<file path="src/rtl/gmhp_pkg.sv">
`default_nettype none

package gmhp_pkg;

  localparam int unsigned IN_TDATA_W  = 8;
  localparam int unsigned STATUS_W    = 3;
  localparam int unsigned HLEN_W      = 32;
  localparam int unsigned OUT_PAYLD_W = STATUS_W + HLEN_W;
  localparam int unsigned OUT_TDATA_W = ((OUT_PAYLD_W + 7) / 8) * 8;
  localparam int unsigned SKIP_W      = 16;
  localparam int unsigned FLAGS_W     = 5;

  localparam logic [7:0] MAGIC_ID1    = 8'h1F;
  localparam logic [7:0] MAGIC_ID2    = 8'h8B;
  localparam logic [7:0] METHOD_DEFL  = 8'h08;
  localparam logic [7:0] FLG_RESERVED = 8'hE0;
  localparam logic [4:0] FLG_HCRC     = 5'h02;
  localparam logic [4:0] FLG_EXTRA    = 5'h04;
  localparam logic [4:0] FLG_NAME     = 5'h08;
  localparam logic [4:0] FLG_COMMENT  = 5'h10;

  typedef enum logic [STATUS_W-1:0] {
    ST_OK          = 3'd0,
    ST_TRUNC_HDR   = 3'd1,
    ST_BAD_MAGIC   = 3'd2,
    ST_BAD_METHOD  = 3'd3,
    ST_RESERVED    = 3'd4,
    ST_TRUNC_EXTRA = 3'd5,
    ST_UNTERM_STR  = 3'd6,
    ST_TRUNC_HCRC  = 3'd7
  } status_t;

endpackage

`default_nettype wire

</file>
<file path="src/rtl/gzip_member_header_parser_unit.sv">
// Result: out_* is registered and valid in the cycle after the input transaction that ends the header.
// Throughput: one byte per cycle; the whole per-byte update is combinational logic feeding
// the parser state and the result register, and in_tready stays high while the result
// register is empty or being taken.
// Reset: rst_n is synchronous, active low; it re-arms the parser and empties the result register.
`default_nettype none

module gzip_member_header_parser_unit (
  input  wire logic                               clk,
  input  wire logic                               rst_n,
  input  wire logic                               in_tvalid,
  output      logic                               in_tready,
  input  wire logic [gmhp_pkg::IN_TDATA_W-1:0]    in_tdata,   // [7:0] byte_value
  input  wire logic                               in_tlast,
  output      logic                               out_tvalid,
  input  wire logic                               out_tready,
  output      logic [gmhp_pkg::OUT_TDATA_W-1:0]   out_tdata   // [2:0] status, [34:3] header_length
);

  typedef enum logic [3:0] {
    PH_FIXED   = 4'd0,
    PH_XLEN0   = 4'd1,
    PH_XLEN1   = 4'd2,
    PH_XDATA   = 4'd3,
    PH_NAME    = 4'd4,
    PH_COMMENT = 4'd5,
    PH_HCRC0   = 4'd6,
    PH_HCRC1   = 4'd7,
    PH_DONE    = 4'd8
  } phase_t;

  typedef enum logic [1:0] {
    STG_EXTRA   = 2'd0,
    STG_NAME    = 2'd1,
    STG_COMMENT = 2'd2,
    STG_HCRC    = 2'd3
  } stage_t;

  function automatic phase_t pick(input stage_t stg, input logic [gmhp_pkg::FLAGS_W-1:0] flg);
    phase_t ph;
    ph = PH_DONE;
    priority if (stg <= STG_EXTRA && (flg & gmhp_pkg::FLG_EXTRA) != '0) ph = PH_XLEN0;
    else if (stg <= STG_NAME && (flg & gmhp_pkg::FLG_NAME) != '0) ph = PH_NAME;
    else if (stg <= STG_COMMENT && (flg & gmhp_pkg::FLG_COMMENT) != '0) ph = PH_COMMENT;
    else if ((flg & gmhp_pkg::FLG_HCRC) != '0) ph = PH_HCRC0;
    else ph = PH_DONE;
    return ph;
  endfunction

  function automatic gmhp_pkg::status_t trunc_status(input phase_t ph);
    gmhp_pkg::status_t s;
    unique case (ph)
      PH_FIXED:                    s = gmhp_pkg::ST_TRUNC_HDR;
      PH_XLEN0, PH_XLEN1, PH_XDATA: s = gmhp_pkg::ST_TRUNC_EXTRA;
      PH_NAME, PH_COMMENT:         s = gmhp_pkg::ST_UNTERM_STR;
      default:                     s = gmhp_pkg::ST_TRUNC_HCRC;
    endcase
    return s;
  endfunction

  phase_t                            phase_r, phase_nxt, next_ph;
  logic [3:0]                        fixed_idx_r, fixed_idx_nxt;
  gmhp_pkg::status_t                 held_err_r, held_err_nxt, err, held, st;
  logic [gmhp_pkg::FLAGS_W-1:0]      flags_r, flags_nxt;
  logic [gmhp_pkg::SKIP_W-1:0]       skip_r, skip_nxt;
  logic [gmhp_pkg::HLEN_W-1:0]       seen_r, seen_nxt, seen_inc, len;
  logic                              finished_r, finished_nxt;
  logic                              move, emit, in_acc;
  logic [7:0]                        b;
  logic                              out_valid_r;
  gmhp_pkg::status_t                 status_r;
  logic [gmhp_pkg::HLEN_W-1:0]       hlen_r;

  assign in_tready = ~out_valid_r | out_tready;
  assign in_acc    = in_tvalid & in_tready;
  assign b         = in_tdata[7:0];

  always_comb begin
    phase_nxt     = phase_r;
    fixed_idx_nxt = fixed_idx_r;
    held_err_nxt  = held_err_r;
    flags_nxt     = flags_r;
    skip_nxt      = skip_r;
    seen_nxt      = seen_r;
    finished_nxt  = finished_r;
    next_ph       = PH_FIXED;
    move          = 1'b0;
    emit          = 1'b0;
    st            = gmhp_pkg::ST_OK;
    len           = '0;
    err           = gmhp_pkg::ST_OK;
    held          = held_err_r;
    seen_inc      = (seen_r == '1) ? seen_r : seen_r + 32'd1;
    if (finished_r) begin
      if (in_tlast) begin
        phase_nxt     = PH_FIXED;
        fixed_idx_nxt = '0;
        held_err_nxt  = gmhp_pkg::ST_OK;
        flags_nxt     = '0;
        skip_nxt      = '0;
        seen_nxt      = '0;
        finished_nxt  = 1'b0;
      end
    end else begin
      seen_nxt = seen_inc;
      unique case (phase_r)
        PH_FIXED: begin
          if (fixed_idx_r == 4'd0 && b != gmhp_pkg::MAGIC_ID1) err = gmhp_pkg::ST_BAD_MAGIC;
          if (fixed_idx_r == 4'd1 && b != gmhp_pkg::MAGIC_ID2) err = gmhp_pkg::ST_BAD_MAGIC;
          if (fixed_idx_r == 4'd2 && b != gmhp_pkg::METHOD_DEFL) err = gmhp_pkg::ST_BAD_METHOD;
          if (fixed_idx_r == 4'd3) begin
            if ((b & gmhp_pkg::FLG_RESERVED) != '0) err = gmhp_pkg::ST_RESERVED;
            flags_nxt = b[gmhp_pkg::FLAGS_W-1:0];
          end
          held = (held_err_r == gmhp_pkg::ST_OK) ? err : held_err_r;
          held_err_nxt = held;
          if (fixed_idx_r >= 4'd9) begin
            if (held != gmhp_pkg::ST_OK) begin
              emit = 1'b1;
              st   = held;
            end else begin
              move    = 1'b1;
              next_ph = pick(STG_EXTRA, flags_nxt);
            end
          end else begin
            fixed_idx_nxt = fixed_idx_r + 4'd1;
          end
        end
        PH_XLEN0: begin
          skip_nxt = {8'd0, b};
          move     = 1'b1;
          next_ph  = PH_XLEN1;
        end
        PH_XLEN1: begin
          skip_nxt = {b, skip_r[7:0]};
          move     = 1'b1;
          next_ph  = (skip_nxt == '0) ? pick(STG_NAME, flags_r) : PH_XDATA;
        end
        PH_XDATA: begin
          skip_nxt = skip_r - 16'd1;
          if (skip_nxt == '0) begin
            move    = 1'b1;
            next_ph = pick(STG_NAME, flags_r);
          end
        end
        PH_NAME: begin
          if (b == 8'd0) begin
            move    = 1'b1;
            next_ph = pick(STG_COMMENT, flags_r);
          end
        end
        PH_COMMENT: begin
          if (b == 8'd0) begin
            move    = 1'b1;
            next_ph = pick(STG_HCRC, flags_r);
          end
        end
        PH_HCRC0: begin
          move    = 1'b1;
          next_ph = PH_HCRC1;
        end
        default: begin
          move    = 1'b1;
          next_ph = PH_DONE;
        end
      endcase
      if (!emit) begin
        if (move && next_ph == PH_DONE) begin
          emit = 1'b1;
          st   = gmhp_pkg::ST_OK;
          len  = seen_inc;
        end else begin
          if (move) phase_nxt = next_ph;
          if (in_tlast) begin
            emit = 1'b1;
            st   = trunc_status(phase_nxt);
          end
        end
      end
      if (emit) begin
        if (in_tlast) begin
          phase_nxt     = PH_FIXED;
          fixed_idx_nxt = '0;
          held_err_nxt  = gmhp_pkg::ST_OK;
          flags_nxt     = '0;
          skip_nxt      = '0;
          seen_nxt      = '0;
          finished_nxt  = 1'b0;
        end else begin
          finished_nxt = 1'b1;
        end
      end
    end
  end

  always_ff @(posedge clk) begin
    if (!rst_n) begin
      phase_r     <= PH_FIXED;
      fixed_idx_r <= '0;
      held_err_r  <= gmhp_pkg::ST_OK;
      flags_r     <= '0;
      skip_r      <= '0;
      seen_r      <= '0;
      finished_r  <= 1'b0;
      out_valid_r <= 1'b0;
    end else begin
      if (in_acc) begin
        phase_r     <= phase_nxt;
        fixed_idx_r <= fixed_idx_nxt;
        held_err_r  <= held_err_nxt;
        flags_r     <= flags_nxt;
        skip_r      <= skip_nxt;
        seen_r      <= seen_nxt;
        finished_r  <= finished_nxt;
      end
      if (in_acc && emit) begin
        out_valid_r <= 1'b1;
        status_r    <= st;
        hlen_r      <= len;
      end else if (out_tready) begin
        out_valid_r <= 1'b0;
      end
    end
  end

  assign out_tvalid = out_valid_r;
  assign out_tdata  = {{(gmhp_pkg::OUT_TDATA_W - gmhp_pkg::OUT_PAYLD_W){1'b0}}, hlen_r, status_r};

endmodule

`default_nettype wire

</file>
<file path="config.mk">
export PLATFORM = sky130hd
export DESIGN_NAME = gzip_member_header_parser_unit
export DESIGN_NICKNAME = d
export VERILOG_FILES = /design/src/rtl/gmhp_pkg.sv /design/src/rtl/gzip_member_header_parser_unit.sv
export SDC_FILE = /design/constraint.sdc
export NUM_CORES = 1
export LEC_CHECK = 0
export ABC_AREA = 0
export BUFFER_PORTS_ARGS = -buffer_cell sky130_fd_sc_hd__buf_2
export CAP_MARGIN = 10
export CORE_UTILIZATION = 30
export DETAILED_ROUTE_END_ITERATION = 12
export PLACE_DENSITY = 0.47
export SYNTH_ARGS = -nofsm -noshare
export SYNTH_HDL_FRONTEND = slang
export SYNTH_SLANG_ARGS = --single-unit
</file>
<file path="constraint.sdc">
create_clock -name clk -period 4.87 [get_ports clk]
set_clock_uncertainty 0.1 [all_clocks]
set_input_delay 0.2435 -clock clk [delete_from_list [all_inputs] [get_ports clk]]
set_output_delay 0.2435 -clock clk [all_outputs]
set_load 0.02 [all_outputs]
</file>
==> results of run 1 <==
[worst max-delay path by stage]
stage                     slack, ns  cells past startpoint    endpoint        from
after global routing           1.40                      7  hlen_r[19]  phase_r[0]
after CTS                      1.63                      7  hlen_r[19]  phase_r[0]
after floorplan                0.96                      8   hlen_r[0]   skip_r[0]
final                          1.62                      7  hlen_r[19]  phase_r[0]
after detailed placement       1.67                      7  hlen_r[19]  phase_r[0]
after global placement         1.71                      7  hlen_r[18]  phase_r[0]
[layout by cell type, fill, tap and decap left out, types with 6 or more instances in the layout]
master,n
buf_2,49
nor3_1,17
and3_1,17
nand2_1,73
nor2b_1,11
clkbuf_16,9
nor4_1,14
or3_1,7
a31oi_1,9
xnor2_1,27
o21ai_0,71
nand4_1,12
xor2_1,11
o31ai_1,10
edfxtp_1,35
nand3_1,15
mux2i_1,7
and4_1,6
a22o_1,6
a21oi_1,28
inv_1,19
ha_1,8
nor2_1,84
dfxtp_1,65
buf_4,7
nor4b_1,7
[sequential cells by signal, summed over array words and instances (netlist names)]
name / cells
out_tvalid: 1
seen_r: 32
held_err_r: 3
phase_r: 4
status_r: 3
fixed_idx_r: 4
hlen_r: 32
finished_r: 1
flags_r: 4
skip_r: 16
[cell families (layout without fill, tap and decap cells)]
| logic type | after synthesis | count (layout) |
|---|---|---|
| XOR/XNOR | 38 | 38 |
| other | 1 | 5 |
| buffers and inverters | 63 | 91 |
| adder cells (fa/ha/maj) | 8 | 8 |
| AND/OR/NAND/NOR | 301 | 301 |
| flip-flops | 100 | 100 |
| multiplexers | 9 | 9 |
| AO/OA/AOI/OAI | 182 | 182 |
[cell type report]
class / instances / area [um^2]
fill: 2030 / 12800
multi-input combinational: 543 / 3301
tap: 265 / 331.6
clock buffer: 9 / 225.2
inverter: 19 / 71.32
timing repair buffer: 56 / 297.8
clock inverter: 7 / 81.33
sequential: 100 / 2352
[metrics by stage]
stage	power [mW]	utilization [%]
2_1_floorplan	0.9711	-
3_3_place_gp	1.002	32.65
3_5_place_dp	1.003	32.65
4_1_cts	1.755	34.22
5_1_grt	1.798	34.22
6_report	1.732	34.22
[report_power, final]
| group | internal (mW) | switching, mW | leakage, nW |
|---|---|---|---|
| Clock | 0.407 | 0.342 | 0.146 |
| Combinational | 0.0315 | 0.0792 | 1.30 |
| Sequential | 0.867 | 0.00568 | 0.901 |
| Total | 1.31 | 0.426 | 2.34 |
[worst register-to-register path: stages, from the launching register on]
cell      delay, ns
dfxtp_1        0.70
nor2b_1        0.33
nand2_4        0.12
or4_1          0.53
and4bb_2       0.36
a21oi_2        0.12
a211oi_4       0.20
buf_4          0.41
[routing by layer]
metal | global-route usage, % | vias to the layer above | routed length (um)
li1 | - | 2608 | -
met1 | 20.55 | 2507 | 7403
met2 | 26.06 | 103 | 7159
met3 | 1.945 | 16 | 469
met4 | 4.924 | 0 | 250
met5 | 0 | - | 0
==> impl_results.md, run 1 <==
- Run status: complete, no violations
- Initial Utilization: 30.54%
- Synth top area cells: dfxtp_1, edfxtp_1, o21ai_0, nor2_1, nand2_1
- Placement Cell Area: 0.006354 mm^2
- Post-Synth Simple-Gate Area: 26.27%
- Critical R2R Capture: hlen_r[19]
- Worst VDD drop: 0.1550 mV
- Synth top area share: 21.89%
- Fin area: 0.006660 mm^2
- P&R area growth vs syn: 12.06%
- Ys Warns: 0
- # DRC: 0
- Htree depth: 3
- R2R cell count: 7
- Tmin final: 3.248 ns
- Post-synthesis mux area share: 1.558%
- Wirelength, routed: 15.28 mm
- Mapped Cells: 702
- Total number of vias: 5234
- Root Buffer: clkbuf_16
- Sequential cell area fraction in the yosys report: 39.58%
- Syn Area/Cell: 8.466 um^2
- Arr. time, crit path: 3.14 ns
- Top delay family on crit path: simple AND/OR/NAND/NOR gates
- Clk sink count: 100
- Max-Cap Viols: 0
- Pin count of the biggest net entering global routing: 40
- Hold-critical path depth: 3
- Routed WL per cell: 15.30 um
- Vias in the first global route: 4880
- Setup crit end kind: register
- WS Path Type: register to register
- P per Cell Area: 260.0 mW/mm^2
- I/O pins: 55
- Worst Setup Start Kind: register
- Adder-Cell Fraction of Synth Area: 1.684%
- Vias per cell: 5.239
- Worst path bufs/invs: 1
- Grt total ovfl: 0
- Worst EP required: 4.76 ns
- Flop2flop setup slack: 1.62 ns
- XOR/XNOR Fraction of Synth Area: 5.600%
- Share of cells above drive strength 1: 12.94%
- Clock Pin Slew Worst Setup and Hold Paths: 0.07 ns
- Yosys top cell by area: dfxtp_1
- Cts bufs inserted: 9
- Clock latency on the worst-skew pair: 0.35 ns
- Final setup margin: 1.622 ns
- Setup_tns: 0 ns
- Fmax: 307.8 MHz
- Hpwl dp: 10.92 mm
- Starting DRC count in detailed routing: 351
- Final setup violation count: 0
- RSZ-0062 raised after global routing: no
- Slowest Stage Delay on Critical Path: 0.70 ns
- Mapped Area: 0.005943 mm^2
- CP Max Fanout: 36
- Area of the core: 0.01946 mm^2
- GRT Total Usage: 15.50%
- Yosys cell types: 85
- Largest family of logic cells by synthesized area: simple AND/OR/NAND/NOR gates
- CTS tree: yes
- Hold endpoint: out_tvalid
- Synth Area in Compound Gates: 19.81%
- Reg-to-reg startpoint: phase_r[0]
- Die H: 142.8 um
- Hold_buf cts: 0
- Post-CTS Resized: 0
- Post-synth top cells: nor2_1, nand2_1, o21ai_0, dfxtp_1, edfxtp_1
- Period Utilization, post-route: 66.70%
- Antenna violations before repair: 0
- Cell with the most instances after synthesis: nor2_1
- Relative slew slack: 29.40%
- Post-placement cell count: 983
- Critical path's slowest cell: dfxtp_1
- Worst slack, placed: 1.667 ns
- Port bufs: 49
- Non-Filler Instances: 999
- Die extent in x: 142.8 um
- Hold Crit Class: primary input to register
- Rows: 51
- Ys flop type: dfxtp_1
- Critical-path cell list: nor2b_1 -> nand2_4 -> or4_1 -> and4bb_2 -> a21oi_2 -> a211oi_4 -> buf_4
- Final #Nets: 750
- Final hold vios: 0
- Number of enable flip-flop cells after synthesis: 35
- Slew @ Worst Pin: 1.055 ns
- Die area: 0.02038 mm^2
- First-pass GRT wire length: 25.01 mm
- Final slew viol count: 0
- Initial DRT Pass Iterations: 5
- Placer congestion estimate: 0.8853
- Antenna cells: 0
- Antenna Nets Post-Route: 0
- Register bit total from synthesis: 100
- Hold Slack: 0.1301 ns
- Ys async rst share: 0%
- Beginning of the worst hold path: out_tready
- CTS Buffer Depth: 2
- Setup bufs post-CTS: 0
- P_leak: 2.343 nW
Power figures use the tool's default switching activity.
==> run 2: changes to the inputs <==
==> constraint.sdc (replaced) <==
create_clock -name clk -period 2.6 [get_ports clk]
set_clock_uncertainty 0.1 [all_clocks]
set_input_delay 0.13 -clock clk [delete_from_list [all_inputs] [get_ports clk]]
set_output_delay 0.13 -clock clk [all_outputs]
set_load 0.02 [all_outputs]
==> impl_results.md, run 2 (synthesized netlist as in run 1, its figures left out) <==
- Die H: 142.8 um (unchanged)
- Largest registers: hlen_r x32, seen_r x32, skip_r x16
- Non-Filler Instances: 1103 (+10%)
- Max-Cap Viols: 0 (unchanged)
- Initial Utilization: 30.54% (unchanged)
- Final setup margin: -0.06909 ns (-1.691 ns)
- I/O pins: 55 (unchanged)
- Vias per cell: 5.142 (-1.8%)
- Final #Nets: 854 (+14%)
- RSZ-0062 raised after global routing: yes
- P&R area growth vs syn: 32.76%
- Clock Pin Slew Worst Setup and Hold Paths: 0.07 ns (about the same)
- Final slew viol count: 0 (unchanged)
- Failing checks: setup timing
- Worst EP required: 2.58 ns (-2.18 ns)
- Vias in the first global route: 5376 (+10%)
- Grt peak-use layer: met2
- Port bufs: 49 (unchanged)
- Pin count of the biggest net entering global routing: 44 (+10%)
- Htree depth: 3 (unchanged)
- P_leak: 2.958 nW (+26%)
- GRT Total Usage: 17.03% (+1.5 points)
- Critical path's slowest cell: or4_4
- CTS tree: yes
- Initial DRT Pass Iterations: 5 (unchanged)
- Final hold vios: 0 (unchanged)
- Arr. time, crit path: 2.65 ns (-0.49 ns)
- Die area: 0.02038 mm^2 (unchanged)
- Share of cells above drive strength 1: 29.71% (+17 points)
- Hpwl dp: 12.52 mm (+15%)
- Rows: 51 (unchanged)
- # DRC: 0 (unchanged)
- Grt met3 use: 2.817% (+0.87 points)
- Final setup violation count: 69 (+69)
- Clock latency on the worst-skew pair: 0.36 ns (about the same)
- Grt total ovfl: 0 (unchanged)
- Antenna violations before repair: 0 (unchanged)
- WS Path Type: register to register
- Fin area: 0.007890 mm^2 (+18%)
- Antenna cells: 0 (unchanged)
- Worst VDD drop: 0.2295 mV (+48%)
- Grt met2 use: 28.72% (+2.7 points)
- Setup crit end kind: register
- Period Utilization, post-route: 102.7% (+36 points)
- Placer congestion estimate: 0.8496 (-4.0%)
- Fin util: 40.54% (+6.3 points)
- Clk sink count: 100 (unchanged)
- Run status: complete, but fails checks
- Starting DRC count in detailed routing: 417 (+19%)
- Cts bufs inserted: 9 (unchanged)
- Hold Crit Class: primary input to register
- CP Max Fanout: 5 (-86%)
- Fmax: 374.7 MHz (+22%)
- Area of the core: 0.01946 mm^2 (unchanged)
- Top delay family on crit path: simple AND/OR/NAND/NOR gates
- Root Buffer: clkbuf_16
- Leading cell type in the layout, fill and taps excluded: buf_4
- CTS Buffer Depth: 2 (unchanged)
- P per Cell Area: 417.6 mW/mm^2 (+61%)
- Die extent in x: 142.8 um (unchanged)
- Post-placement cell count: 1072 (+9.1%)
- Antenna Nets Post-Route: 0 (unchanged)
- Commonest non-fill, non-tap cells in the layout: buf_4, nand2_1, o21ai_0
- Wirelength, routed: 17.70 mm (+16%)
- Worst path bufs/invs: 3 (+2)
- Relative slew slack: 44.72% (+15 points)
- Critical-path cell list: nor3_1 -> buf_4 -> nand3_1 -> or4_4 -> and4bb_2 -> a21oi_4 -> a211oi_4 -> buf_6 -> clkbuf_16
- Worst slack, placed: -0.1665 ns (-1.834 ns)
- Placement Cell Area: 0.007123 mm^2 (+12%)
- Routed WL per cell: 16.05 um (+4.9%)
- Hold Slack: 0.01208 ns (-0.1180 ns)
- Tmin final: 2.669 ns (-0.5793 ns)
- Worst Setup Start Kind: register
- Flop2flop setup slack: -0.07 ns (-1.69 ns)
- Slew @ Worst Pin: 0.8177 ns (-0.2374 ns)
- Slowest Stage Delay on Critical Path: 0.53 ns (-0.17 ns)
- First-pass GRT wire length: 27.34 mm (+9.3%)
- GR Layer Usage met1: 22.22% (+1.7 points)
- Total number of vias: 5672 (+8.4%)
-- run 2: cell count changes in the layout (fill, tap and decap cells not counted), moves of 5 or more --
cell and delta:
buf_4 +91, buf_6 +6, dfxtp_1 -8, dfxtp_4 +5, nor2_1 -17, nor2_4 +13
nor4_1 -6, nor4_2 +5
-- run 2: metal layers --
metal | part of all wire (%) | wire (um)
met1 | 47 | 8304
met2 | 49 | 8720
met3 | 2.7 | 475
met4 | 1.1 | 200
met5 | 0 | 0
-- run 2: worst reg2reg max path, cell delays in order, from the launching register on --
cell       delay [ns]
dfxtp_1          0.32
nor3_1           0.19
buf_4            0.15
nand3_1          0.08
or4_4            0.53
and4bb_2         0.37
a21oi_4          0.09
a211oi_4         0.24
buf_6            0.17
clkbuf_16        0.16
-- run 2: final cells by class --
type	instances	area, um^2
clock inverter	7	73.82
fill	1936	11570
multi-input combinational	543	3602
tap	265	331.6
inverter	19	73.82
clock buffer	9	225.2
sequential	100	2375
timing repair buffer	160	1209
-- run 2: power by group --
group	switching [mW]	internal, mW
clock	0.690	0.685
combinational	0.172	0.115
sequential	0.0127	1.62
-- run 2: per-stage QoR --
step	setup TNS, ns	power (mW)
after floorplan	-21.06	1.823
after global placement	-4.745	1.915
after detailed placement	-9.443	1.919
after CTS	-5.053	3.324
after global routing	-8.729	3.428
final	-2.836	3.295
-- run 2: final timing paths --
check / to / cells past startpoint / startpoint
worst max-delay path: status_r[2] / 9 / skip_r[11]
worst max register to register: status_r[2] / 9 / skip_r[11]
worst min-delay path: flags_r[4] / 3 / in_tdata[4]
worst min register to register: seen_r[20] / 2 / seen_r[20]
-- run 2: repair_timing --
| action | in CTS | in global routing |
|---|---|---|
| cloned | 0 | 7 |
| gates resized for setup | 14 | 52 |
| setup buffers | 4 | 5 |
| setup endpoints to repair | 73 | 74 |
| pin swaps | 7 | 29 |
| hold buffers | 0 | 0 |
